[src/hw/rtl/rimwm_div.sv]
// ----------------------------------------------------------------------------
// rimwm_div
// Restoring divider, one quotient bit per cycle.
// ----------------------------------------------------------------------------
module rimwm_div #(
  parameter int NUM_W = 64,
  parameter int DEN_W = 48
) (
  input  logic             clk,
  input  logic             rst,
  input  logic             go,
  input  logic [NUM_W-1:0] num,
  input  logic [DEN_W-1:0] den,
  output logic             done,
  output logic [NUM_W-1:0] quo
);

  localparam int CW = $clog2(NUM_W + 1);

  logic [DEN_W-1:0] rem;
  logic [CW-1:0]    cnt;
  logic             run;
  logic [DEN_W:0]   trial;
  logic             fits;

  assign trial = {rem, quo[NUM_W-1]};
  assign fits  = trial >= {1'b0, den};

  always_ff @(posedge clk) begin
    if (rst) begin
      run  <= 1'b0;
      done <= 1'b0;
      cnt  <= '0;
    end else begin
      done <= 1'b0;
      if (go) begin
        run <= 1'b1;
        cnt <= '0;
      end else if (run) begin
        cnt <= cnt + 1'b1;
        if (cnt == CW'(NUM_W - 1)) begin
          run  <= 1'b0;
          done <= 1'b1;
        end
      end
    end
  end

  always_ff @(posedge clk) begin
    if (go) begin
      rem <= '0;
      quo <= num;
    end else if (run) begin
      rem <= fits ? DEN_W'(trial - {1'b0, den}) : trial[DEN_W-1:0];
      quo <= {quo[NUM_W-2:0], fits};
    end
  end

endmodule
[config.mk]
export PLATFORM = sky130hd
export DESIGN_NAME = rimwm_div
export DESIGN_NICKNAME = d
export VERILOG_FILES = /design/src/hw/rtl/rimwm_div.sv
export SDC_FILE = /design/constraint.sdc
export NUM_CORES = 1
export LEC_CHECK = 0
export ABC_AREA = 1
export BUFFER_PORTS_ARGS = -buffer_cell sky130_fd_sc_hd__buf_2
export CELL_PAD_IN_SITES_DETAIL_PLACEMENT = 1
export CELL_PAD_IN_SITES_GLOBAL_PLACEMENT = 1
export CORE_MARGIN = 2
export CORE_UTILIZATION = 40
export CTS_BUF_LIST = sky130_fd_sc_hd__clkbuf_8
export CTS_CLUSTER_SIZE = 12
export DETAILED_ROUTE_END_ITERATION = 8
export GPL_TIMING_DRIVEN = 0
export PLACE_DENSITY_LB_ADDON = 0.1
export SYNTH_ARGS = -nofsm -noshare
export SYNTH_HDL_FRONTEND = slang
export SYNTH_SLANG_ARGS = --single-unit
[constraint.sdc]
create_clock -name clk -period 4.33 [get_ports clk]
set_clock_uncertainty 0.05 [all_clocks]
set_input_delay 0.433 -clock clk [delete_from_list [all_inputs] [get_ports clk]]
set_output_delay 0.433 -clock clk [all_outputs]
set_load 0.05 [all_outputs]
Word-level counts from Yosys, hierarchy flattened
Cells that the tools add are included.

Bitwise logic cells: 1. Add/subtract/negate cells: 2. Muxes and demuxes: 7. $lt $le $gt $ge: 1. Eq/ne operators: 1. Reductions and logical operators: 3.

Operators by type and width (number): $mux W64 (2); $ge A49 B48 Y1 (1); $mux W48 (1); $sub A48 B48 Y48 (1); $add A7 B1 Y7 const B (1); $eq A7 B6 Y1 const B (1); $mux W1 (4); $reduce_or A3 Y1 (1); $reduce_bool A2 Y1 (1); $reduce_or A2 Y1 (1); $not A1 Y1 (1).

Input port bits: 115. Word-level logic and storage cells: 20. Output and inout port bits: 65. Flip-flop bits (word level): 121.

Depth between registers and ports, before layout
Depth after elaboration: 4. Mapped depth: 17.

Least setup slack after synthesis
OpenSTA, ideal clock, no wires.

Kind: in2reg. Start: input go. End: register quo[0], enable pin. Arrival: 2.510 ns. Library setup time: 0.451 ns. Buffers on the path: 1. Data required time: 3.829 ns. Setup slack: 1.319 ns. Stages: 3. Cell sequence: nor2_1 -> inv_2 -> clkbuf_1.

Word-level cells in the longest chain between the ends: 1.

Ends and longest elaborated chain: start, declared (line 11) `input logic go,`; $reduce_bool A2 Y1 (no source line); end signal, assigned (line 52) `quo <= num;`; end signal, assigned (line 55) `quo <= {quo[NUM_W-2:0], fits};`; end, declared (line 15) `output logic [NUM_W-1:0] quo`.

Every way passes these cells. A chain may end at the register's enable or synchronous reset.

Worst setup path after layout
Start: register rem[19]. End: register rem[44].

Word-level cells in the longest chain between the ends: 2.

Ends and longest elaborated chain: start, declared (line 20) `logic [DEN_W-1:0] rem;`; start signal, assigned (line 54) `rem <= fits ? DEN_W'(trial - {1'b0, den}) : trial[DEN_W-1:0];`; $sub A48 B48 Y48 / $ge A49 B48 Y1 (equally long branches) (line 54, 27); $mux W48 * (line 54).

Mark *: on every way between the ends. The rest lies on a longest branch, timed or not.

==> metrics.txt <==
run status finished, final reports clean; worst reg-to-reg setup slack 1580 ps; main area contributors after synthesis sky130_fd_sc_hd__nand2_1 (28%), sky130_fd_sc_hd__edfxtp_1 (20%), sky130_fd_sc_hd__dfxtp_1 (12%); data required time at the worst endpoint 4640 ps; total power per unit cell area 269.9 nW/um2; sequential fraction of the synthesis area 31.69%; CTS Root Buffer Type sky130_fd_sc_hd__clkbuf_8; portion of synthesized cell area occupied by the leading cell type 27.77%; number of antenna-violating nets in the routed design 0; final number of max-transition violations 0; Overall Global Routing Usage 27.00%; area of the placeable core 23610 um2; first-pass GRT wire length 55.00 mm; number of I/O port buffers 179; Max Clock Freq 363.0 MHz; mean instance size in the synthesized netlist 6.067 um2; Initial Utilization 40.93%; ys async rst share 0%; final routed wire length divided by cell count 15.94 um; Setup crit start kind flop; unrepaired setup endpoints after global routing false; total vias in the final route 10457; Hold Crit Start num[51]; die outline area 25420 um2; final weighted congestion in routability-driven placement 0.9556; worst slew margin relative to its limit 56.04%; shortest period the worst path allows 2755 ps; Lkg Pwr 6.549 nW; total power 3.074 mW; Mapped Cells 1593; number of remaining DRC errors 0; number of nets in the layout 1957; number of violations reported at the end of detailed-routing iteration 0 596; Num CTS Buffers 17; total of warnings raised by yosys 0; Min-Delay Path Class in -> reg; number of iterations in the first detailed-routing pass 5; r2r worst-path depth 14; Cell Chain, Critical Path ha_1 > nand2_1 > nor2_1 > nand2_1 > nor2_1 > nand2_1 > nand3_1 > nor2_4 > nand2_2 > buf_6 > buf_6 > nand3_1 > nand2_1 > nand2_1; Clk Latency, worst-skew pair 470 ps; transition time at the pin with the least slew margin 657.0 ps; die span in x 159.4 um; largest stage delay on the critical path 370 ps; clock tree sinks 121; Setup violations, final 0; Critical Path End Type flop; Chip Height 159.4 um; endpoint of the most critical register-to-register path rem[44]; CP Launch Point rem[19]; standard cell with the maximum stage delay on the critical path sky130_fd_sc_hd__ha_1; maximum buffer depth of the clock tree 2; Synthesized Nets 1758; clock transition at the registers of the reported paths 100 ps; hold violation total from the final report 0; most area-hungry cell type in the Yosys netlist sky130_fd_sc_hd__nand2_1; reg2reg start rem[19]; Worst Path Class, Setup reg -> reg; H-tree lvl count 4; ant diodes 0; crit-path max FO 10; number of distinct library cells after synthesis 34; Peak supply drop 0.0001690 V; number of setup buffers added after CTS 0; vias per inst 4.923; share of layout cells above drive strength 1 13.68%; total grt overflow 0; final core utilization 48.24%; cts repair resizes 0; number of top-level design ports 180; largest net degree at the start of global routing 65; WP data arrival 3070 ps; number of cell rows 56; half-perimeter wire length after detailed placement 27.38 mm; Mapped Area 9664 um2; CTS tree done; flip-flop cell with the highest count after synthesis sky130_fd_sc_hd__edfxtp_1; layout overhead on the synthesized area 17.85%; initial antenna violation count 0; Worst setup endpoint rem[44]; sum of negative setup slack 0 ps; sum of routed wire length over all layers 33.86 mm; critical path's most frequent cell sky130_fd_sc_hd__nand2_1; Hold-fix buffers, CTS 0; post-synthesis register bit count 121; number of global-route vias before repair 10661; final worst path period share 63.62%; max-capacitance violation count 0; number of flops mapped to enable cells by yosys 64; final-layout fill cell count 3416
## report_power, final
part / leakage (nW) / switching [mW] / internal, mW
clock: 0.206 / 0.597 / 0.525
combinational: 5.23 / 0.466 / 0.164
sequential: 1.12 / 0.0335 / 1.29
## sequential cells by signal (all words and copies together) (netlist names)
| signal | cells |
|---|---|
| run | 1 |
| done | 1 |
| cnt | 7 |
| quo | 64 |
| rem | 48 |
## logic make-up after synthesis
family	synth area share, %
AND/OR/NAND/NOR	41.64
buffers and inverters	13.88
flip-flops	31.69
AO/OA/AOI/OAI	4.156
adder cells (fa/ha/maj)	6.551
XOR/XNOR	2.084
## synth_stat cells, drive strengths merged (2+ instances only)
master and count:
ha 49, and2 2, o21ai 26, o21bai 6
nor3 9, nor4 2, o21a 3, nand3b 25
dfxtp 57, clkbuf 17, buf 21, nand4 11
xnor2 22, edfxtp 64, nor2 94, nand3 119
a21oi 37, nand2 717, inv 306
## worst max-delay path, delay by kind of cell, from the launching register on
family                     cells  cell delay, ps
and+or+nand+nor               11            1520
buffers and inverters          2             340
adders and majority gates      1             370
DFF                            1             340
## cell usage in the layout (no fill, tap or decap), drive strengths merged, types with 9 or more instances in the layout
master,netlist,final
nand2,717,717
nor3,9,9
buf,21,201
o21ai,26,26
nand4,11,11
xnor2,22,22
ha,49,49
inv,306,313
edfxtp,64,64
nand3b,25,25
nand3,119,119
a21oi,37,37
nor2,94,94
clkbuf,17,34
dfxtp,57,57
## per-stage QoR
step                      std cells  hold slack (ps)  setup WS [ps]  area (um2)
after floorplan                1593            393.0           1319        9664
after global placement         2091            407.4         -322.0       10960
after detailed placement       2092            410.3           1437       10990
after CTS                      2124            158.5           1648       11390
after global routing           2124            180.8           1472       11390
final                          2124            178.4           1575       11390
## worst min-delay path by stage
stage	endpoint	slack, ps	depth (start not counted)
floorplan	rem[17]	390	2
global placement	rem[18]	410	2
detailed placement	rem[29]	410	2
CTS	quo[51]	160	3
global route	quo[39]	180	3
finish	quo[51]	180	3
## per-layer routing
metal  track usage (%)  wire, um  up-vias
met5                 0         0        -
met4             6.983       637        0
met3             3.386      1233       44
met2             46.21     15970      205
met1             36.10     16020     4965
li1                  -         -     5243
## area by class of cell
| class | instances | area (um2) | share of cell area, % |
|---|---|---|---|
| Clock inverter | 15 | 165.2 | 1.450 |
| Multi-Input combinational cell | 1128 | 5260 | 46.18 |
| Sequential cell | 121 | 3063 | 26.89 |
| Clock buffer | 17 | 234.0 | 2.054 |
| Buffer | 38 | 196.4 | 1.725 |
| Inverter | 306 | 1149 | 10.08 |
| Timing Repair Buffer | 180 | 923.4 | 8.107 |
| Tap cell | 319 | 399.1 | 3.504 |
Power figures use the tool's default switching activity.
