<file path="src/hw/rtl/rimwm_ram.sv">
// ----------------------------------------------------------------------------
// rimwm_ram
// Generic simple dual port RAM, one write and one registered read port.
// ----------------------------------------------------------------------------
module rimwm_ram #(
  parameter int WIDTH = 8,
  parameter int DEPTH = 16
) (
  input  logic                     clk,
  input  logic                     we,
  input  logic [$clog2(DEPTH)-1:0] waddr,
  input  logic [WIDTH-1:0]         wdata,
  input  logic [$clog2(DEPTH)-1:0] raddr,
  output logic [WIDTH-1:0]         rdata
);

  logic [WIDTH-1:0] mem [DEPTH];

  always_ff @(posedge clk) begin
    if (we) begin
      mem[waddr] <= wdata;
    end
    rdata <= mem[raddr];
  end

endmodule

</file>
<file path="config.mk">
export PLATFORM = sky130hd
export DESIGN_NAME = rimwm_ram
export DESIGN_NICKNAME = d
export VERILOG_FILES = /design/src/hw/rtl/rimwm_ram.sv
export SDC_FILE = /design/constraint.sdc
export NUM_CORES = 1
export LEC_CHECK = 0
export BUFFER_PORTS_ARGS = -buffer_cell sky130_fd_sc_hd__buf_4
export CAP_MARGIN = 5
export CORE_UTILIZATION = 50
export CTS_CLUSTER_DIAMETER = 150
export DETAILED_ROUTE_END_ITERATION = 7
export PLACE_DENSITY = 0.76
export SLEW_MARGIN = 20
export SYNTH_ARGS = -nofsm -noshare
export SYNTH_HDL_FRONTEND = slang
export SYNTH_SLANG_ARGS = --single-unit
</file>
<file path="constraint.sdc">
create_clock -name clk -period 2.8 [get_ports clk]
set_clock_uncertainty 0.15 [all_clocks]
set_input_delay 0.56 -clock clk [delete_from_list [all_inputs] [get_ports clk]]
set_output_delay 0.56 -clock clk [all_outputs]
set_load 0.01 [all_outputs]
</file>
-- Word level (Yosys, flattened, before mapping)
Memories as Yosys holds them, arrays and structs flattened. A register that Yosys moved wholly into a read port is not among the register bits.
Index checks and enable logic that the tools add are counted.
Widths: inputs -> output; s select.
- logic and storage cells: 3
- bits of input ports: 18
- register bits: 0
- memories kept: 1
- RAM bits: 128
- output and inout bits: 8
- mux-type cells: 2
- memories (memory ; words ; width ; read ports ; clocked after memory_dff ; write ports ; line ; RTL):
    mem ; 16 ; 8 ; 1 ; 1 ; 1 ; 17 ; logic [WIDTH-1:0] mem [DEPTH];
- operator list (cell ; number):
    $mux 1 ; 2

-- Logic depth before layout (Yosys ltp)
Gate-level depths: netlist (run 1).
- word-level depth: 2
- gate-level depth with buffers: 5
- mapped depth without buffers: 3

-- Worst setup path before layout (run 1)
OpenSTA, ideal clock, no wires.
- kind: input to register
- start point: input waddr[2]
- end point: memory mem[0][0], enable pin
- arrival time: 1670 ps
- required time: 2267 ps
- buffers on the path: 0
- path slack: 597 ps
- setup time: 383 ps
- stages on the path: 2
- cells stage by stage: or3b_2 > nor3_1
- RTL lines (item ; line ; RTL):
    start: declaration ; 11 ; input logic [$clog2(DEPTH)-1:0] waddr,
    end: declaration ; 17 ;
No word-level cell before the write port.

==> key figures, run 1 <==
Run status
  – Status: completed

Setup path
  – CP arrival: 2.06 ns
  – Critical path origin: raddr[0]
  – CP Class: in2reg
  – CP Launch Type: input port
  – Setup crit end kind: flop
  – Required time worst endpoint: approximately 3 ns
  – Critical Path Fanout Max: 15
  – Crit Reg-Reg Startpoint: mem[3][6]

STA
  – Final hold slack: about 0.19 ns
  – Slew headroom: 46.66%
  – Worst-Margin Slew: 0.7985 ns
  – RSZ-0062 raised after global routing: false
  – Endpoints failing hold: 0
  – Final worst-path cycle share: 64.44%
  – Min Tclk post-route: 1.804 ns
  – Setup TNS: 0 ns
  – Fmax: 554.2 MHz
  – Final slew viol count: 0
  – Count of final setup violators: 0
  – Final worst slack: 0.9957 ns

Clock tree
  – CTS Hold Bufs: 0
  – Clk_lat worst skew: 0.52 ns
  – H-tree depth: 4
  – Maximum root-to-sink buffer count: 2
  – CTS tree: yes
  – Clock-pin slew on the worst setup and hold paths: 0.06 ns
  – Clock sinks: approximately 140
  – Post-CTS Resized: 0
  – Root Driver: clkbuf_8
  – Setup Buffers After CTS: 0
  – CTS buffer count: 17

Floorplan
  – Core Rows: 36
  – Initial Util: 52.18%
  – Boundary pin count: 26
  – Die H: 103.5 um
  – CORE AREA: a little under 0.01 sq mm
  – DIE WIDTH: 103.5 um
  – Total Die Area: 0.01071 sq mm

Drt
  – Detailed Route Iter0 Violations: 211
  – Vias: 2446
  – Via-per-instance ratio: 5.728
  – WL final: 9915 um
  – Antenna violation net count after detailed routing: 0
  – Remaining DRCs: 0
  – Wire per inst: 23.22 um
  – First drt pass iteration count: 4

Power
  – PwrDens: about 740 mW/mm^2
  – Maximum VDD drop: ~0.45 mV
  – Leak: 2.069 nW

Global route
  – Vias in the first global route: 2524
  – Largest net degree at the start of global routing: 33
  – GRT overflow: 0
  – Initial antenna violation count: 0
  – GRT Total Usage: 20.94%
  – First-pass GRT wire length: 14790 um

Finish
  – Highest-count cells in the layout ignoring fill and taps: 128 x edfxtp_1, 42 x buf_4, 18 x mux4_2, 16 x a22oi_1, 16 x clkbuf_16
  – Share of cells above drive strength 1: 30.95%
  – # diodes: 0
  – Fillers: 678
  – Final Net Count: 299
  – Register area: roughly 0.0040 sq mm
  – Most common cell after layout, fill and taps aside: edfxtp_1
  – Area occupied by multi-input gates: 0.001057 sq mm
  – Area Overhead vs Synth: 18.62%

Synth
  – Sequential fraction of the synthesis area: between 70% and 80%
  – Unique masters post-synth: 19
  – Mapped cell area: 0.005147 sq mm
  – Yosys warnings: 0
  – Synthesized area per cell: 22.48 sq um
  – #FFs+latches synth: 136
  – Syn nets: approximately 250
  – Area leader, netlist: edfxtp_1
  – Share of the synthesized area in the top cell type: approximately three quarters
  – Top post-synthesis cells by area: edfxtp_1 75%, mux4_2 7.9%, mux4_1 7.1%
  – Gate Count Post-Synth: around 230

Placement
  – IO buf count: 25
  – HPWL Detailed: 6009 um
  – Gp weighted congestion: around 0.72
  – DP Worst Slack: approximately 0.43 ns

Flow run
  – Maxcap violations: 0

Min path
  – Hold path start: wdata[4]
  – Worst Hold Class: in2reg
[critical path: stages]
cell and delay [ns]:
buf_4 0.28, buf_4 0.25, mux4_1 0.57, a22oi_1 0.30, nand2_1 0.08
[state kept, by name, summed over array words and instances (netlist names)]
| signal | count |
|---|---|
| mem | 128 |
| rdata | 8 |
[cell type report]
| cell class | count | area share, % |
|---|---|---|
| Sequential cell | 136 | 65.57 |
| Clock buffer | 18 | 6.844 |
| Multi-Input combinational cell | 83 | 17.32 |
| Timing Repair Buffer | 43 | 5.492 |
| Clock inverter | 14 | 2.049 |
| Tap cell | 133 | 2.725 |
[per-stage QoR]
step | power [mW] | area (sq um) | cells | util, %
4_1_cts | 4.560 | 6106 | 427 | 61.90
5_1_grt | 4.662 | 6106 | 427 | 61.90
6_report | 4.536 | 6106 | 427 | 61.90
2_1_floorplan | 2.450 | 5147 | 229 | -
3_3_place_gp | 2.550 | 5563 | 395 | 56.39
3_5_place_dp | 2.558 | 5563 | 395 | 56.39
[synth_stat cells]
cell type and count:
edfxtp_1 128, mux4_2 18, a22oi_1 16, mux4_1 14, nor2_1 13, nand2_1 9, dfxtp_1 8, nor3_1 4
buf_2 3, buf_6 3, clkdlybuf4s25_2 3, nand2b_1 2, nand3b_1 2, and2_1 1, and2b_1 1, buf_4 1
nand3_1 1, nor2b_1 1, or3b_2 1
[final timing paths]
kind                                   to  slack, ns  depth (start not counted)
worst max-delay path             rdata[1]        1.0                          5
worst max register to register   rdata[6]       1.27                          3
worst min register to register   rdata[1]       0.53                          3
worst min-delay path            mem[1][4]       0.19                          1
[cells by family (layout without fill, tap and decap cells)]
| group | count (synthesis) | after routing | synth area share, % |
|---|---|---|---|
| muxes | 32 | 32 | 15.02 |
| AOI/OAI and AO/OA | 16 | 16 | 2.334 |
| buffers and inverters | 10 | 75 | 1.677 |
| DFF | 136 | 136 | 77.78 |
| and+or+nand+nor | 35 | 35 | 3.184 |
[report_power, final]
group / switching, mW / total [mW] / leakage [nW] / internal (mW)
clock: 0.841 / 2.02 / 0.254 / 1.18
sequential: 0.0142 / 2.29 / 1.22 / 2.28
combinational: 0.122 / 0.225 / 0.591 / 0.103
[routing by layer]
layer	vias up	routed length (um)	global-route usage [%]
met5	-	0	0
met4	0	161	8.234
met3	13	659	5.645
met2	85	4924	33.27
met1	1272	4169	27.89
li1	1076	-	-
Power figures use the tool's default switching activity.
==> inputs of run 2 (changes only) <==
--- a/config.mk
+++ b/config.mk
@@ -5,6 +5,7 @@
 export SDC_FILE = /design/constraint.sdc
 export NUM_CORES = 1
 export LEC_CHECK = 0
+export ABC_AREA = 1
 export BUFFER_PORTS_ARGS = -buffer_cell sky130_fd_sc_hd__buf_4
 export CAP_MARGIN = 5
 export CORE_UTILIZATION = 50
==> constraint.sdc (replaced) <==
create_clock -name clk -period 1.9 [get_ports clk]
set_clock_uncertainty 0.15 [all_clocks]
set_input_delay 0.38 -clock clk [delete_from_list [all_inputs] [get_ports clk]]
set_output_delay 0.38 -clock clk [all_outputs]
set_load 0.01 [all_outputs]
==> run 2 against run 1 <==
Count of clock-buffer cells in the layout fell by 1. Critical path type is now reg2out. Wire length up 27%. Synthesized cell count rose by 140%. Register-to-register slack worse by 0.56 ns. Highest routed layer unchanged. Total power increased by 58%. Non-clock buffer count is 6 higher. Global-route usage increased by 3.1 points. Worst setup slack worse by 0.55 ns.
==> key figures, run 2 <==
Synth
  – Ys flop type: edfxtp_1
  – Mapped cell area: 0.005767 sq mm (+12%)
  – Unique masters post-synth: 12 (-7)
  – Syn nets: 569 (+130%)
  – #FFs+latches synth: 136 (unchanged)
  – Synth Area in Adders: 0% (unchanged)
  – Post-synth top cells: 173 x nand2_1, 128 x edfxtp_1, 100 x inv_1, 97 x nand3_1, 17 x nor2_1
  – Synth Area in Compound Gates: 0% (-2.3 points)
  – Mux cell area share after synthesis: 0% (-15 points)
  – Simple-gate share of the synthesized area: 21.05% (+18 points)
  – Xor/xnor share of the synthesized area: 0% (unchanged)
  – Largest family of logic cells by synthesized area: simple AND/OR/NAND/NOR gates
  – Synthesized area per cell: 10.47 sq um (-53%)
  – Sequential fraction of the synthesis area: 69.43% (-8.4 points)
  – Number of synthesized flops with an enable pin: 128 (unchanged)
  – Gate Count Post-Synth: 551 (+140%)
  – Top post-synthesis cells by area: edfxtp_1 67%, nand2_1 11%, nand3_1 8.4%
  – Share of flip-flops with an asynchronous set or reset: 0% (unchanged)
  – Area leader, netlist: edfxtp_1
  – Count leader, synth: nand2_1
  – Yosys warnings: 0 (unchanged)
  – Share of the synthesized area in the top cell type: 66.65% (-8.0 points)

Setup path
  – Worst reg2reg path depth: 6 (+3)
  – R2R Setup Slk: 0.71 ns (-0.56 ns)
  – CP max stage delay: 0.36 ns (-0.21 ns)
  – Crit-path slowest cell: dfxtp_1
  – Setup crit end kind: output pin
  – CP Class: reg2out
  – Levels on crit path: 1 (-4)
  – Required time worst endpoint: 1.37 ns (-1.68 ns)
  – Setup crit end: rdata[1]
  – Critical path origin: rdata[1]
  – WP buf/inv: 1 (-1)
  – CP Launch Type: flop
  – CP arrival: 0.93 ns (-1.13 ns)
  – CP delay by family, top: flip-flops
  – Ordered list of cells on the worst path: buf_4
  – Critical Path Fanout Max: 1 (-14)
  – FF-to-FF End: rdata[4]
  – Crit Reg-Reg Startpoint: mem[0][4]

Finish
  – Post-route cell area: 0.006788 sq mm (+11%)
  – Highest-count cells in the layout ignoring fill and taps: 173 x nand2_1, 128 x edfxtp_1, 100 x inv_1, 97 x nand3_1, 46 x buf_4
  – Final Net Count: 613 (+110%)
  – Largest register FFs: 128 (unchanged)
  – Area Overhead vs Synth: 17.70%
  – Most common cell after layout, fill and taps aside: nand2_1
  – Top reg by flops: mem
  – Share of cells above drive strength 1: 13.65% (-17 points)
  – # diodes: 0 (unchanged)
  – Largest regs: mem (128), rdata (8)

Drt
  – Antenna violation net count after detailed routing: 0 (unchanged)
  – Detailed Route Iter0 Violations: 311 (+47%)
  – Remaining DRCs: 0 (unchanged)
  – First drt pass iteration count: 5 (+1)
  – Wire per inst: 16.87 um (-27%)
  – Vias: 3929 (+61%)
  – WL final: 12620 um (+27%)
  – Via-per-instance ratio: 5.253 (-8.3%)

Clock tree
  – CTS tree: yes
  – H-tree depth: 4 (unchanged)
  – Clock-pin slew on the worst setup and hold paths: 0.07 ns (about the same)
  – Post-CTS Resized: 0 (unchanged)
  – Maximum root-to-sink buffer count: 2 (unchanged)
  – Clk_lat worst skew: 0.43 ns (-0.09 ns)
  – CTS Hold Bufs: 0 (unchanged)
  – Clock sinks: 136 (unchanged)
  – Setup Buffers After CTS: 0 (unchanged)
  – Root Driver: clkbuf_16
  – CTS buffer count: 17 (unchanged)

Power
  – PwrDens: 1056 mW/mm^2 (+42%)
  – Maximum VDD drop: 0.7502 mV (+65%)
  – Leak: 2.968 nW (+43%)

Global route
  – Largest net degree at the start of global routing: 65 (+97%)
  – GRT overflow: 0 (unchanged)
  – Initial antenna violation count: 0 (unchanged)
  – Vias in the first global route: 3880 (+54%)
  – First-pass GRT wire length: 20380 um (+38%)
  – GRT Total Usage: 24.03% (+3.1 points)

Placement
  – IO buf count: 25 (unchanged)
  – Gp weighted congestion: 0.9892 (+38%)
  – DP Worst Slack: 0.2583 ns (-0.1747 ns)
  – HPWL Detailed: 7761 um (+29%)
  – Placed Area: 0.006181 sq mm (+11%)

Floorplan
  – CORE AREA: 0.01103 sq mm (+12%)
  – Die H: 109.4 um (+5.7%)
  – Boundary pin count: 26 (unchanged)
  – Initial Util: 52.28% (+0.098 points)
  – Core Rows: 38 (+5.6%)
  – DIE WIDTH: 109.4 um (+5.7%)
  – Total Die Area: 0.01197 sq mm (+12%)

STA
  – Setup TNS: 0 ns (unchanged)
  – Final slew viol count: 0 (unchanged)
  – Final worst-path cycle share: 76.61%
  – Endpoints failing hold: 0 (unchanged)
  – Slew headroom: 76.22% (+30 points)
  – Min Tclk post-route: 1.456 ns
  – Count of final setup violators: 0 (unchanged)
  – RSZ-0062 raised after global routing: false
  – Final hold slack: 0.1218 ns (-0.06992 ns)
  – Worst-Margin Slew: 0.3567 ns (-0.4417 ns)
  – Final worst slack: 0.4443 ns (-0.5514 ns)
  – Fmax: 687.0 MHz

Run status
  – Status: completed

Flow run
  – Maxcap violations: 0 (unchanged)

Min path
  – Worst Hold Class: in2reg
## run 2: tightest hold or removal path, delay by kind of cell
| kind | cells | cell delay, ns |
|---|---|---|
| and+or+nand+nor | 2 | 0.14 |
| buffers and inverters | 1 | 0.15 |
## run 2: cell families (layout without fill, tap and decap cells)
logic type / after synthesis / count (layout)
buffers and inverters: 126 / 183
and+or+nand+nor: 289 / 289
DFF: 136 / 136
## run 2: through the flow
stage / instances / total power [mW] / utilization (%)
after floorplan: 551 / 3.679 / -
after global placement: 716 / 3.857 / 56.03
after detailed placement: 716 / 3.872 / 56.03
after CTS: 748 / 7.203 / 61.54
after global routing: 748 / 7.369 / 61.54
final: 748 / 7.167 / 61.54
## run 2: cell type report
class | count | area [sq um]
multi-input cells | 289 | 1214
inverters | 102 | 382.9
clock buffers | 17 | 425.4
well taps | 140 | 175.2
fillers | 875 | 4243
repair buffers | 49 | 405.4
flip-flops and latches | 136 | 4004
clock inverters | 15 | 181.4
## run 2: how the worst min path moves through the flow
stage,from,end,cells past startpoint
finish,raddr[3],rdata[7],3
global route,raddr[3],rdata[4],3
CTS,raddr[3],rdata[7],3
detailed placement,mem[10][7],rdata[7],6
global placement,mem[14][4],rdata[4],6
floorplan,wdata[0],mem[0][0],0
## run 2: where the power goes
group | internal, mW | switching (mW) | leakage, nW
clock network | 1.99 | 1.36 | 0.293
logic | 0.150 | 0.289 | 1.45
registers | 3.35 | 0.0209 | 1.22
## run 2: metal layers
layer	GRT usage (%)	vias to the layer above	wire length, um
li1	-	1866	-
met1	31.53	1830	5215
met2	37.78	202	6135
met3	5.216	31	879
met4	12.48	0	388
met5	0	-	0
==> inputs of run 3 (changes only) <==
--- a/config.mk
+++ b/config.mk
@@ -5,7 +5,7 @@
 export SDC_FILE = /design/constraint.sdc
 export NUM_CORES = 1
 export LEC_CHECK = 0
-export ABC_AREA = 1
+export ABC_AREA = 0
 export BUFFER_PORTS_ARGS = -buffer_cell sky130_fd_sc_hd__buf_4
 export CAP_MARGIN = 5
 export CORE_UTILIZATION = 50
==> constraint.sdc (replaced) <==
create_clock -name clk -period 1.4 [get_ports clk]
set_clock_uncertainty 0.15 [all_clocks]
set_input_delay 0.28 -clock clk [delete_from_list [all_inputs] [get_ports clk]]
set_output_delay 0.28 -clock clk [all_outputs]
set_load 0.01 [all_outputs]
==> run 3 against run 2 <==
Global-route usage shrank 2.9 points. Sequential share of layout area up 2.7 points. Non-clock buffer count grew 23. First-iteration DRC count down 31%. Combinational power is 30% higher. Count of clock-buffer cells in the layout up 4. Wire length is 20% lower. Die area decreased by 11%. Flip-flop and latch count stayed put. Total power increased by 28%. The flow now finishes with violations (negative setup slack). Register-to-register slack worse by 0.77 ns. Clock power rose by 19%.
==> key figures, run 3 (synthesis gave the netlist of run 1 again) <==
Finish
  – Highest-count cells in the layout ignoring fill and taps: 128 x edfxtp_1, 48 x buf_4, 32 x mux4_2, 16 x clkbuf_16
  – Largest register FFs: 128 (unchanged)
  – Largest regs: mem (128), rdata (8)
  – Top reg by flops: mem
  – Most common cell after layout, fill and taps aside: edfxtp_1
  – Post-route cell area: 0.006506 sq mm (-4.1%)
  – Area Overhead vs Synth: 26.40%
  – # diodes: 0 (unchanged)
  – Share of cells above drive strength 1: 44.89% (+31 points)
  – Final Util: 65.96% (+4.4 points)
  – Fillers: 611 (-30%)
  – Final Net Count: 328 (-46%)

Floorplan
  – CORE AREA: 0.009864 sq mm (-11%)
  – Total Die Area: 0.01071 sq mm (-11%)
  – Initial Util: 52.18% (-0.098 points)
  – Boundary pin count: 26 (unchanged)
  – Die H: 103.5 um (-5.4%)
  – DIE WIDTH: 103.5 um (-5.4%)
  – Core Rows: 36 (-5.3%)

Setup path
  – CP arrival: 1.70 ns (+0.77 ns)
  – Critical Path Fanout Max: 1 (unchanged)
  – Required time worst endpoint: 1.63 ns (+0.26 ns)
  – CP Launch Type: flop
  – Setup crit end kind: flop
  – CP Class: reg2reg

Power
  – Combinational fraction of design power: 6.3% (+0.2 points)
  – Psw: 1.902 mW (+14%)
  – Sequential Power Share: 50.2% (+3.1 points)
  – Pint: 7.251 mW (+32%)
  – Clk network pwr share: 43.5% (-3.3 points)
  – Tot Pwr: 9.154 mW (+28%)
  – Leak: 2.194 nW (-26%)
  – PwrDens: 1407 mW/mm^2 (+33%)
  – Maximum VDD drop: 0.6484 mV (-14%)
  – Switching share of power: 20.78% (-2.6 points)

Global route
  – Initial antenna violation count: 0 (unchanged)
  – Largest net degree at the start of global routing: 18 (-72%)
  – GR peak layer: met2
  – Met3 Resource Use GR: 5.242% (+0.026 points)
  – Vias in the first global route: 2693 (-31%)
  – GR Util met1: 26.85% (-4.7 points)
  – First-pass GRT wire length: 15260 um (-25%)
  – GRT overflow: 0 (unchanged)
  – GRT Total Usage: 21.16% (-2.9 points)
  – Met2 GRT Util: 36.02% (-1.8 points)

Drt
  – WL final: 10110 um (-20%)
  – Via-per-instance ratio: 5.658 (+7.7%)
  – First drt pass iteration count: 4 (-1)
  – Antenna violation net count after detailed routing: 0 (unchanged)
  – Vias: 2580 (-34%)
  – Remaining DRCs: 0 (unchanged)
  – Detailed Route Iter0 Violations: 216 (-31%)
  – Wire per inst: 22.17 um (+31%)

STA
  – Worst-Margin Slew: 0.8634 ns (+0.5066 ns)
  – Final hold slack: 0.1733 ns (+0.05150 ns)
  – Final worst-path cycle share: 104.4%
  – Count of final setup violators: 7 (+7)
  – Final worst slack: -0.06195 ns (-0.5063 ns)
  – Fmax: 684.0 MHz
  – Endpoints failing hold: 0 (unchanged)
  – Setup TNS: -0.2411 ns (-0.2411 ns)
  – Slew headroom: 42.23% (-34 points)
  – RSZ-0062 raised after global routing: true
  – Min Tclk post-route: between 1 and 1.5 ns
  – Final slew viol count: 0 (unchanged)

Placement
  – HPWL Detailed: 6543 um (-16%)
  – IO buf count: 25 (unchanged)
  – Gp weighted congestion: 0.7234 (-27%)
  – Placed Area: 0.005831 sq mm (-5.7%)

Clock tree
  – Clock sinks: 136 (unchanged)
  – H-tree depth: 4 (unchanged)
  – Maximum root-to-sink buffer count: 2 (unchanged)
  – Setup Buffers After CTS: 0 (unchanged)
  – Clk_lat worst skew: 0.51 ns (+0.08 ns)
  – Clock-pin slew on the worst setup and hold paths: 0.06 ns (about the same)
  – CTS buffer count: 17 (unchanged)
  – Root Driver: clkbuf_8
  – CTS tree: yes

Run status
  – Status: finished, violations left
  – Violated checks: negative setup slack

Flow run
  – Maxcap violations: 0 (unchanged)

Min path
  – Worst Hold Class: in2reg
==> run 3: changes by cell type in the layout (fill, tap and decap cells not counted), moves of 6 or more <==
cell / change
dfxtp_1: -7
a22oi_1: +10
buf_12: +6
nand2_1: -164
mux4_2: +32
buf_6: +7
nand3_1: -96
nor2_1: -7
inv_1: -100
dlygate4sd3_1: +8
a22oi_2: +6
dfxtp_2: +7
==> run 3: timing repair <==
| item | CTS | global route |
|---|---|---|
| pin swaps | 2 | 2 |
| resized for setup | 8 | 13 |
| endpoints found under the hold margin | 128 | 0 |
| hold buffers | 8 | 0 |
| endpoints found under the setup margin | 11 | 16 |
==> run 3: layer usage <==
layer  vias to the layer above  wire length, um
li1                       1124                -
met1                      1331             3989
met2                       114             5392
met3                        11              609
met4                         0              121
met5                         -                0
==> run 3: final timing paths <==
check              from       end  slack, ns  cells past startpoint
min reg2reg  mem[14][7]  rdata[7]       0.54                      3
max reg2reg   mem[0][5]  rdata[5]      -0.06                      3
max           mem[0][5]  rdata[5]      -0.06                      3
min            raddr[1]  rdata[2]       0.17                      4
==> run 3: layout make-up <==
| class | count | area [sq um] | share of cell area (%) |
|---|---|---|---|
| flip-flops and latches | 136 | 4013 | 61.67 |
| repair buffers | 72 | 699.4 | 10.75 |
| clock inverters | 11 | 102.6 | 1.577 |
| well taps | 133 | 166.4 | 2.558 |
| clock buffers | 21 | 439.2 | 6.750 |
| multi-input cells | 83 | 1086 | 16.69 |
==> run 3: power groups by stage <==
stage               combinational, mW  sequential, mW  clock, mW
floorplan                       0.259            4.67          0
global placement                0.518            4.66          0
detailed placement              0.530            4.67          0
CTS                             0.562            4.59       4.01
global route                    0.618            4.60       4.17
finish                          0.572            4.60       3.99
==> run 3: worst max-delay path: stages (launching register included) <==
cell      delay (ns)
edfxtp_1        0.37
mux4_2          0.45
a22oi_1         0.29
nand2_1         0.08
==> run 3: per-stage QoR <==
step	worst slack, ns	instances
finish	-0.06195	456
global route	-0.1046	456
CTS	-0.1055	456
detailed placement	-0.4281	417
global placement	-0.4213	417
floorplan	-0.1631	229
